<file path="src/design/pufd_ram.sv">
module pufd_ram #(
    parameter int WIDTH = 8,
    parameter int DEPTH = 64
) (
    input  logic                     clk,
    input  logic                     we,
    input  logic [$clog2(DEPTH)-1:0] wr_addr,
    input  logic [WIDTH-1:0]         wr_data,
    input  logic                     rd_en,
    input  logic [$clog2(DEPTH)-1:0] rd_addr,
    output logic [WIDTH-1:0]         rd_data
);

    logic [WIDTH-1:0] mem [DEPTH];
    logic [WIDTH-1:0] rd_data_reg;

    always_ff @(posedge clk)
    begin
        if (we)
        begin
            mem[wr_addr] <= wr_data;
        end
        if (rd_en)
        begin
            rd_data_reg <= mem[rd_addr];
        end
    end

    assign rd_data = rd_data_reg;

endmodule

</file>
<file path="config.mk">
export PLATFORM = sky130hd
export DESIGN_NAME = pufd_ram
export DESIGN_NICKNAME = d
export VERILOG_FILES = /design/src/design/pufd_ram.sv
export SDC_FILE = /design/constraint.sdc
export NUM_CORES = 1
export LEC_CHECK = 0
export BUFFER_PORTS_ARGS = -buffer_cell sky130_fd_sc_hd__buf_2
export CAP_MARGIN = 20
export CORE_UTILIZATION = 25
export DETAILED_ROUTE_END_ITERATION = 6
export GPL_ROUTABILITY_DRIVEN = 0
export GPL_TIMING_DRIVEN = 1
export SLEW_MARGIN = 40
export SYNTH_ARGS = -nofsm -noshare
export SYNTH_HDL_FRONTEND = slang
export SYNTH_SLANG_ARGS = --single-unit
</file>
<file path="constraint.sdc">
create_clock -name clk -period 2.8 [get_ports clk]
set_input_delay 0.56 -clock clk [delete_from_list [all_inputs] [get_ports clk]]
set_output_delay 0.56 -clock clk [all_outputs]
set_load 0.03 [all_outputs]
</file>
Yosys cells after proc, flatten, opt, wreduce, memory -nomap -nowiden --
Memories as Yosys holds them, arrays and structs flattened. A register that Yosys moved wholly into a read port is not among the register bits. Index checks and enable logic that the tools add are counted.
Operators by class: muxes and demuxes 2
Operator list (number):
- 1-bit two-way mux | 2
Storage, ports and cells: bits in registers 0, bits in writable memories 512, input bits 23, output and inout port bits 8, memories 1
Memory list:
- mem | depth 64, width 8, read ports 1, clocked after memory_dff 1, wr ports 1, RTL line 14 | logic [WIDTH-1:0] mem [DEPTH];

Depth between registers and ports, before layout --
word-level depth 2, mapped depth 9, gate-level depth less buffers 5

Worst setup path after synthesis --
OpenSTA, ideal clock, no wires.
path kind input -> register, start point in rd_addr[1], end point reg rd_data_reg[3] (netlist: rd_data[3]), read port of mem, data pin, library setup time 266 ps, arrival 2100 ps, path slack 434 ps, cell stages on the path 7, path buffers 3, cell sequence buf_4 buf_2 buf_2 mux4_2 mux4_2 o21ai_1 o41ai_1
RTL lines:
- start: declaration | RTL line 10 | input logic [$clog2(DEPTH)-1:0] rd_addr,
- end: declaration | RTL line 15 | logic [WIDTH-1:0] rd_data_reg;

==> results by group <==
Run status
  • Status: finished clean

GRT
  • Grt met1 use: 15.3%
  • Vias in the first global route: 10,425
  • Total GRT Usage: 11.9%
  • Total gr overflow: 0
  • First-pass GRT wire length: 71.4 mm
  • GR peak layer: met2
  • Pin count of the biggest net entering global routing: 65
  • Antenna violations before repair: 6
  • Met2 usage in global routing: 19.1%
  • Grt met3 use: 3.10%

STA
  • Setup WS post-layout: 0.532 ns
  • RSZ-0062 raised after global routing: no
  • Setup_tns: 0 ns
  • Max-slew violation count: 0
  • Relative slew margins: 52.2%
  • # setup viols final: 0
  • Slew @ Worst Pin: 0.717 ns
  • Post-route minimum period: 2.27 ns
  • Final Skew: 0.0213 ns
  • Final Hold Viols: 0
  • Period utilization: 81.0%
  • Max Fclk: 441 MHz

Worst setup path
  • Data arrival time of the worst path: 2.59 ns
  • Slowest cell on crit path: a2111oi_0
  • Cell chain of the critical path: clkbuf_8 > buf_12 > buf_12 > mux4_2 > nor2b_1 > a2111oi_0 > buf_4 > o41ai_1
  • Most used cell, CP: buf_12
  • Crit path capture type: flip-flop
  • CP max stage delay: 0.55 ns
  • Critical path required time: 3.13 ns
  • Worst-path fanout max: 20
  • Crit Path Category: in2reg
  • Crit start category: primary input

Clock tree
  • Cts repair resizes: 0
  • Clock sink total: 520
  • Skew-Pair Late Insertion Delay: 0.59 ns
  • Setup bufs post-CTS: 0
  • CTS max path bufs: 3
  • # hold bufs at CTS: 0
  • Worst-path clk slew: 0.07 ns
  • Htree depth: 2
  • CTS tree: yes
  • Root Buffer: clkbuf_16
  • TritonCTS Buffers: 50

Floorplan
  • Initial Util: 25.5%
  • Die Area: 82,100 um2
  • Row cnt: 103
  • I/O pin cnt: 31
  • Die height: 287 um
  • Core ar.: 79,500 um2
  • Chip width: 287 um

Cells and area
  • Layout area overhead: 19.9%
  • Area of the multi-input gates: 4320 um2
  • Largest register FFs: 512
  • Post-route cell area: 24,300 um2
  • Reg area: 15,600 um2
  • Share of cells above drive strength 1: 33.2%
  • Fin nets: 1,128
  • Fill cells: 7,597

Logic synthesis
  • Synth Register Bits: 520
  • Sequential share of the synthesized area: 77.1%
  • Cell taking the most area after synthesis: edfxtp_1
  • Avg Synthesized Cell Area: 21.5 um2
  • Synth cell count leaders: edfxtp_1 (520), mux4_2 (126), nor2_1 (83)
  • Number of flops mapped to enable cells by yosys: 520
  • Ys async rst share: 0%
  • Most common cell in the synthesized netlist: edfxtp_1
  • Main flop type after synthesis: edfxtp_1
  • Post-Syn Area: 20,200 um2
  • Mapped Cells: 940
  • Yosys warnings: 0
  • Netlist cell types: 39
  • Post-Syn Nets: 963
  • Synth area leaders: edfxtp_1 (77%), mux4_2 (14%), nor2_1 (1.5%), mux2i_1 (1.1%), mux2_2 (0.72%)
  • Share of the synthesized area in the top cell type: 77.1%

Power and ir drop
  • LEAKAGE: 7.67 nW
  • Reg power frac: 52.5%
  • Logic pwr share: 5.4%
  • P_int: 13.1 mW
  • Clock share of power: 42.1%
  • Power Density: 679 nW/um2
  • Sw frac: 20.7%
  • Worst ir drop on vdd: 401 uV
  • Switching Power: 3.42 mW
  • Total power draw: 16.5 mW

Route
  • Pre-Repair DR Iteration Count: 5
  • Violation count after the first detailed-route iteration: 800
  • Avg WL per Cell: 22.1 um
  • DRT antenna net count: 0
  • Via count: 9,925
  • Post-Route WL: 48.6 mm
  • DRC violations left: 0
  • Drt via density: 4.52

Place
  • Hpwl dp: 32.3 mm
  • I/O Buffers: 30
  • DP Worst Slack: -0.0825 ns
  • Post-DP Area: 22,600 um2

Flow run
  • Max-Cap Viols: 0

Worst hold path
  • Min-Delay Path Class: in2reg
==> through the flow <==
stage / util, % / hold WS (ns) / cells
after floorplan: - / 0.659 / 940
after CTS: 30.5 / 0.239 / 2196
after global placement: 28.4 / 0.853 / 2103
final: 30.5 / 0.242 / 2197
after detailed placement: 28.4 / 0.865 / 2103
after global routing: 30.5 / 0.251 / 2196
==> power groups by stage <==
| stage | registers [mW] | logic [mW] | clock network (mW) |
|---|---|---|---|
| floorplan | 8.83 | 0.459 | 0 |
| global placement | 8.83 | 0.885 | 0 |
| detailed placement | 8.83 | 0.902 | 0 |
| CTS | 8.66 | 0.904 | 7.05 |
| global route | 8.66 | 0.951 | 7.31 |
| finish | 8.66 | 0.889 | 6.94 |
==> metal layers <==
layer,wire [um],up-vias
li1,-,4261
met1,20000,5209
met2,23100,357
met3,3800,90
met4,1670,8
met5,45,-
==> cells in the final DEF, fill, tap and decap left out, types with 4 or more instances in the layout <==
master / n
buf_2: 25
clkbuf_16: 51
nand3_1: 13
nor3_1: 7
buf_4: 124
bufinv_16: 8
clkinv_2: 13
nor2_1: 83
nand2b_1: 7
edfxtp_1: 520
buf_12: 14
o221ai_1: 8
mux2i_1: 23
o22ai_1: 8
a221oi_1: 6
clkinv_1: 8
mux4_2: 126
a211oi_1: 4
nand2_1: 19
nor2b_1: 14
clkbuf_1: 10
mux2_2: 13
==> critical path, delay by kind of cell <==
| kind | cells | cell delay (ns) |
|---|---|---|
| buf+inv | 4 | 0.80 |
| simple gates | 1 | 0.13 |
| compound gates | 2 | 0.62 |
| mux | 1 | 0.47 |
==> cells by family (layout without fill, tap and decap cells) <==
logic type      count (synthesis)  count (layout)  synth area share [%]
compound gates                 54              54                  2.06
buf+inv                        51             257                  1.56
flops                         520             520                  77.1
mux                           162             162                  15.9
other cells                     0               1                     0
simple gates                  153             153                  3.37
==> cell type report <==
type                       instances  area share [%]
clock buffer                      61            5.41
timing repair buffer             164            5.56
tap                             1050            5.41
clock inverter                    32            1.48
multi-input combinational        369            17.8
antenna                            1          0.0103
sequential                       520            64.3
==> final timing paths <==
check | slack (ns) | from | end | cells past startpoint
max | 0.53 | rd_addr[0] | rd_data[3]$_DFFE_PP_ | 8
min reg2reg | 0.93 | mem[23][0]$_DFFE_PP_ | rd_data[0]$_DFFE_PP_ | 4
min | 0.24 | wr_data[0] | mem[62][0]$_DFFE_PP_ | 1
max reg2reg | 0.66 | mem[21][6]$_DFFE_PP_ | rd_data[6]$_DFFE_PP_ | 5
(Power assumes the default switching activity.)
