File: config.mk
export PLATFORM = sky130hd
export DESIGN_NAME = pufd_cfg
export DESIGN_NICKNAME = d
export VERILOG_FILES = /design/src/design/pufd_pkg.sv /design/src/design/pufd_cfg.sv
export SDC_FILE = /design/constraint.sdc
export NUM_CORES = 1
export LEC_CHECK = 0
export ABC_CLOCK_PERIOD_IN_PS = 2900
export BUFFER_PORTS_ARGS = -buffer_cell sky130_fd_sc_hd__buf_4
export CAP_MARGIN = 10
export CORE_UTILIZATION = 47
export CTS_CLUSTER_DIAMETER = 40
export DETAILED_ROUTE_END_ITERATION = 6
export GPL_ROUTABILITY_DRIVEN = 0
export PLACE_DENSITY_LB_ADDON = 0.1
export SYNTH_ARGS = -nofsm -noshare
export SYNTH_HDL_FRONTEND = slang
export SYNTH_SLANG_ARGS = --single-unit
File: constraint.sdc
create_clock -name clk -period 2.9 [get_ports clk]
set_input_delay 0.435 -clock clk [delete_from_list [all_inputs] [get_ports clk]]
set_output_delay 0.435 -clock clk [all_outputs]
set_load 0.1 [all_outputs]
File: src/design/pufd_pkg.sv
package pufd_pkg;

    localparam int TABLE_ENTRIES_DEF = 64;

    localparam int KEY_W    = 32;
    localparam int TIME_W   = 48;
    localparam int COUNT_W  = 8;
    localparam int GAP_W    = 20;
    localparam int PADDR_W  = 4;
    localparam int PDATA_W  = 32;

    localparam logic [COUNT_W-1:0] COUNT_MAX = 8'd255;

    // register index codes (byte address bits 3:2)
    localparam logic [1:0] REG_ENABLE    = 2'd0;
    localparam logic [1:0] REG_GAP_LIMIT = 2'd1;
    localparam logic [1:0] REG_BURST     = 2'd2;
    localparam logic [1:0] REG_WARN      = 2'd3;

    // reset values of the registers
    localparam logic               ENABLE_RST    = 1'b1;
    localparam logic [GAP_W-1:0]   GAP_LIMIT_RST = 20'd1000;
    localparam logic [COUNT_W-1:0] BURST_RST     = 8'd5;
    localparam logic [COUNT_W-1:0] WARN_RST      = 8'd3;

    typedef struct packed {
        logic [KEY_W-1:0]  sender_key;
        logic [TIME_W-1:0] time_ms;
    } msg_t;

    typedef struct packed {
        logic kick;
        logic ban;
        logic tracked;
    } res_t;

    typedef struct packed {
        logic               enable;
        logic [GAP_W-1:0]   gap_limit_ms;
        logic [COUNT_W-1:0] burst_number;
        logic [COUNT_W-1:0] warning_limit;
    } cfg_t;

    typedef struct packed {
        logic [KEY_W-1:0]   key;
        logic [TIME_W-1:0]  last_time;
        logic [COUNT_W-1:0] burst_count;
        logic [COUNT_W-1:0] warnings;
    } entry_t;

endpackage

File: src/design/pufd_cfg.sv
module pufd_cfg (
    input  logic                          clk,
    input  logic                          rst_n,
    input  logic                          psel,
    input  logic                          penable,
    input  logic                          pwrite,
    input  logic [pufd_pkg::PADDR_W-1:0]  paddr,
    input  logic [pufd_pkg::PDATA_W-1:0]  pwdata,
    output logic [pufd_pkg::PDATA_W-1:0]  prdata,
    output logic                          pready,
    output pufd_pkg::cfg_t                cfg
);

    logic                                enable_reg;
    logic [pufd_pkg::GAP_W-1:0]          gap_limit_reg;
    logic [pufd_pkg::COUNT_W-1:0]        burst_reg;
    logic [pufd_pkg::COUNT_W-1:0]        warn_reg;
    logic                                wr_en;
    logic [1:0]                          reg_sel;

    assign pready  = 1'b1;
    assign wr_en   = psel && penable && pwrite && pready;
    assign reg_sel = paddr[3:2];

    always_ff @(posedge clk or negedge rst_n)
    begin
        if (!rst_n)
        begin
            enable_reg    <= pufd_pkg::ENABLE_RST;
            gap_limit_reg <= pufd_pkg::GAP_LIMIT_RST;
            burst_reg     <= pufd_pkg::BURST_RST;
            warn_reg      <= pufd_pkg::WARN_RST;
        end
        else if (wr_en)
        begin
            unique case (reg_sel)
                pufd_pkg::REG_ENABLE:    enable_reg    <= pwdata[0];
                pufd_pkg::REG_GAP_LIMIT: gap_limit_reg <= pwdata[pufd_pkg::GAP_W-1:0];
                pufd_pkg::REG_BURST:     burst_reg     <= pwdata[pufd_pkg::COUNT_W-1:0];
                pufd_pkg::REG_WARN:      warn_reg      <= pwdata[pufd_pkg::COUNT_W-1:0];
                default:                 enable_reg    <= enable_reg;
            endcase
        end
    end

    // read back, zero extended
    always_comb
    begin
        unique case (reg_sel)
            pufd_pkg::REG_ENABLE:
                prdata = {{(pufd_pkg::PDATA_W-1){1'b0}}, enable_reg};
            pufd_pkg::REG_GAP_LIMIT:
                prdata = {{(pufd_pkg::PDATA_W-pufd_pkg::GAP_W){1'b0}}, gap_limit_reg};
            pufd_pkg::REG_BURST:
                prdata = {{(pufd_pkg::PDATA_W-pufd_pkg::COUNT_W){1'b0}}, burst_reg};
            pufd_pkg::REG_WARN:
                prdata = {{(pufd_pkg::PDATA_W-pufd_pkg::COUNT_W){1'b0}}, warn_reg};
            default:
                prdata = '0;
        endcase
    end

    assign cfg.enable        = enable_reg;
    assign cfg.gap_limit_ms  = gap_limit_reg;
    assign cfg.burst_number  = burst_reg;
    assign cfg.warning_limit = warn_reg;

endmodule

* Yosys cells after proc, flatten, opt, wreduce, memory -nomap -nowiden
Index checks and enable logic that the tools add are counted.
** Storage, ports and cells
- Register bits after elaboration :: 37
- Input port bits :: 41
- Output and inout port bits :: 70
- Word-level logic and storage cells :: 15
** Operators by class
- Equality and inequality tests :: 3
- Muxes and demuxes :: 1
- Reductions and logical operators :: 7
** Operators by type and width (count)
- case mux 32 bit (4 select lines) :: 1
- AND reduction 2 bit :: 4
- equality test 2 bit (second input constant) :: 2
- equality test 2 x 1 -> 1 bit (second input constant) :: 1
- logical AND 1 bit :: 2
- logical NOT 2 bit :: 1

* Logic depth before layout (Yosys ltp)
- Depth in word-level cells :: 3
- Mapped depth :: 4
- Gate-level depth less buffers :: 3

* Least setup slack after synthesis
OpenSTA, ideal clock, no wires.
- Kind :: register to output
- From :: register burst_reg[1] (netlist name)
- To :: output prdata[1] (netlist name)
- Arrival :: 1.962 ns
- Data required time :: 2.465 ns
- Path slack :: 0.503 ns
- Stages on the path, launching flop included :: 3
- Path buffers :: 0
- Path through :: dfrtp_1 > mux2_2 > a22o_1
** Between the ends
- Word-level cells in the longest chain between the ends :: 1
** RTL lines
- start, declared :: RTL line pufd_cfg.sv:16 : logic [pufd_pkg::COUNT_W-1:0] burst_reg;
- start signal, assigned :: RTL line pufd_cfg.sv:31 : burst_reg <= pufd_pkg::BURST_RST;
- start signal, assigned :: RTL line pufd_cfg.sv:39 : pufd_pkg::REG_BURST: burst_reg <= pwdata[pufd_pkg::COUNT_W-1:0];
- case mux 32 bit (4 select lines) :: RTL line pufd_cfg.sv:49 : unique case (reg_sel)
- end, declared :: RTL line pufd_cfg.sv:9 : output logic [pufd_pkg::PDATA_W-1:0] prdata,
Every way passes these cells. The select of a mux whose other input is x is not followed.

* Final worst setup path
- From :: input paddr[2] (netlist name)
- To :: output prdata[4] (netlist name)
** Between the ends
- Word-level cells in the longest chain between the ends :: 2
- Elaborated cells between the ends (all ways) :: 5
- Classes of those cells :: eq/ne: 3; mux: 1; reduce/logical: 1
** RTL lines
- start, declared :: RTL line pufd_cfg.sv:7 : input logic [pufd_pkg::PADDR_W-1:0] paddr,
- equality test 2 bit, or another cell as far along :: RTL line pufd_cfg.sv:49
- case mux 32 bit (4 select lines) * :: RTL line pufd_cfg.sv:49
Every way passes the cells marked *; elsewhere a longest branch is shown, timed or not. The select of a mux whose other input is x is not followed.

==> results.json <==
{
  "relSlewSlack": 0.617,
  "vias": 1293,
  "grt_pass1_vias": 1246,
  "clk_pin_slew_ns": 0.07,
  "portBuffers": 83,
  "grt_setup_unrepaired": "no",
  "drive_gt1_frac": 0.710,
  "grt_pass1_wl_mm": 6.31,
  "r2r-start": "warn_reg[6]",
  "synth_area_sq_um": 1920,
  "rr_worst_depth": 1,
  "ctsResizeCount": 0,
  "combPwrFrac": 0.609,
  "postCtsSetupRepairBufs": 0,
  "largest_register_ffs": 20,
  "startpoint_type": "input pin",
  "critPathKind": "input pin to output pin",
  "wl_per_cell_microns": 15.4,
  "synth.avg_cell_area_sq_um": 14.7,
  "crit_chain": "buf_4, nor2b_1, buf_4, a22o_1, buf_4",
  "cp_common_cell": "buf_4",
  "antenna_found_initial": 0,
  "tightest_slew_ns": 0.574,
  "area_growth_pct": 35.3,
  "io_pins": 111,
  "coreArea_sq_um": 3800,
  "seq_power_share": 0.259,
  "numCtsBuffers": 5,
  "timing.max_cap.violations": 0,
  "die_y_microns": 65.9,
  "swShare": 0.564,
  "p_sw_mw": 1.66,
  "path_depth": 5,
  "hp-class": "input pin to asynchronous set/reset pin",
  "grt_max_degree": 38,
  "dieArea_sq_um": 4350,
  "nets": 254,
  "ys_seq_area_frac": 0.489,
  "synthCells": 131,
  "clock_power_share": 0.132,
  "placementRows": 22,
  "fmax_mhz": 476,
  "period_share": 0.725,
  "drt_iter0_markers": 42,
  "postRouteAntennaNets": 0,
  "die_w_microns": 65.9,
  "synth_warnings": 0,
  "first_pass_iters": 4,
  "fill_cells": 292,
  "power.internal_mw": 1.28,
  "clock_latency_ns": 0.28,
  "cts_tree": "done",
  "crit_arrival_ns": 1.67,
  "endpoint": "prdata[4]",
  "irDropWorstVdd_mv": 0.625,
  "setup_tns_ns": 0,
  "fin_total_pwr_mw": 2.94,
  "cp_slowest_stage_delay_ns": 0.36,
  "path_max_fanout": 14,
  "htreeDepth": 2,
  "yosysUniqueCellTypes": 19,
  "hold_ws_ns": 0.105,
  "start_util": 0.506,
  "cp_slowest_cell": "nor2b_1",
  "skew_ns": 0,
  "cp-startpoint": "paddr[2]",
  "leakage_nw": 1.31,
  "cp_num_buf_inv": 3,
  "cts.sinks": 37,
  "cts_hold_buf": 0,
  "critPathTopFamily": "buffers and inverters",
  "hpwlAfterDp_mm": 2.85,
  "clockBufferDepth": 2,
  "post-route-util": 0.684,
  "final_cells": 262,
  "crit_required_ns": 2.47,
  "end_kind": "output pin",
  "grt_use_total": 0.194,
  "status": "finished clean",
  "min_period_ns": 2.10,
  "grt_overflow": 0,
  "synth_seq_cells": 37,
  "dp.cells": 254,
  "setup_viol": 0,
  "clockRootBuffer": "clkbuf_8",
  "slew_violations": 0,
  "via_per_inst": 4.94,
  "n_antenna_cell": 0,
  "drc": 0,
  "power_density_nw_per_um2": 1130,
  "finalHoldViolCount": 0,
  "r2r_setup_slack_ns": 2.10,
  "timing.rr.end": "warn_reg[6]",
  "wl_mm": 4.03
}
## layout by cell type, fill, tap and decap left out, types with 7 or more instances in the layout
cell / count
mux2_2: 16
dfstp_2: 11
dfrtp_1: 26
buf_4: 85
and2_1: 12
conb_1: 13
a22o_1: 7
mux2_4: 28
clkbuf_8: 7
## cells by family (layout without fill, tap and decap cells)
kind of cell	Yosys count	after routing	share of synthesized area
compound gates	7	7	0.0319
buf+inv	21	93	0.0846
flops	37	37	0.489
mux	45	45	0.324
other cells	2	13	0.00391
simple gates	19	19	0.0664
## final cells by class
cell class,count,area [sq um],area share
clock buffer,7,96.3,0.0371
multi-input combinational,84,861,0.331
clock inverter,1,5.00,0.00192
tap,48,60.1,0.0231
timing repair buffer,85,638,0.245
sequential,37,940,0.361
## metrics by stage
step,worst slack [ns],area [sq um]
3_3_place_gp,0.749,2500
4_1_cts,0.783,2600
3_5_place_dp,0.749,2500
5_1_grt,0.721,2600
2_1_floorplan,0.503,1960
6_report,0.798,2600
## worst min path at each step
stage | startpoint | endpoint | slack, ns | cells after the start
floorplan | rst_n | burst_reg[1] | 0.14 | 0
global placement | rst_n | gap_limit_reg[11] | 0.41 | 1
detailed placement | rst_n | gap_limit_reg[11] | 0.42 | 1
CTS | rst_n | warn_reg[4] | 0.11 | 1
global route | rst_n | gap_limit_reg[16] | 0.13 | 1
finish | rst_n | burst_reg[4] | 0.11 | 1
## layer usage
metal | track usage | up-vias | share of wire
met5 | 0 | - | 0
met4 | 0.0718 | 0 | 0.015
met3 | 0.0414 | 7 | 0.071
met2 | 0.325 | 68 | 0.50
met1 | 0.245 | 628 | 0.42
li1 | - | 590 | -
## power by group through the flow
stage / sequential [mW] / combinational (mW) / clock, mW
floorplan: 1.62 / 0.628 / 0
global placement: 0.759 / 1.79 / 0
detailed placement: 0.769 / 1.80 / 0
CTS: 0.764 / 1.80 / 0.397
global route: 0.778 / 1.84 / 0.418
finish: 0.762 / 1.79 / 0.388
## synth_stat cells
cell	count	share of area
buf_2	1	0.0026
mux4_2	1	0.012
dfrtp_1	26	0.34
and3b_1	1	0.0046
mux2_2	16	0.094
nand3_2	1	0.0052
buf_4	16	0.063
and3_4	1	0.0059
nand2_1	1	0.0020
nor2_1	1	0.0020
buf_6	3	0.018
dfstp_2	11	0.15
a22o_1	7	0.032
conb_1	2	0.0039
nor2b_1	1	0.0033
and2_4	1	0.0046
and2_1	12	0.039
clkbuf_1	1	0.0020
mux2_4	28	0.22
(Power assumes the default switching activity.)
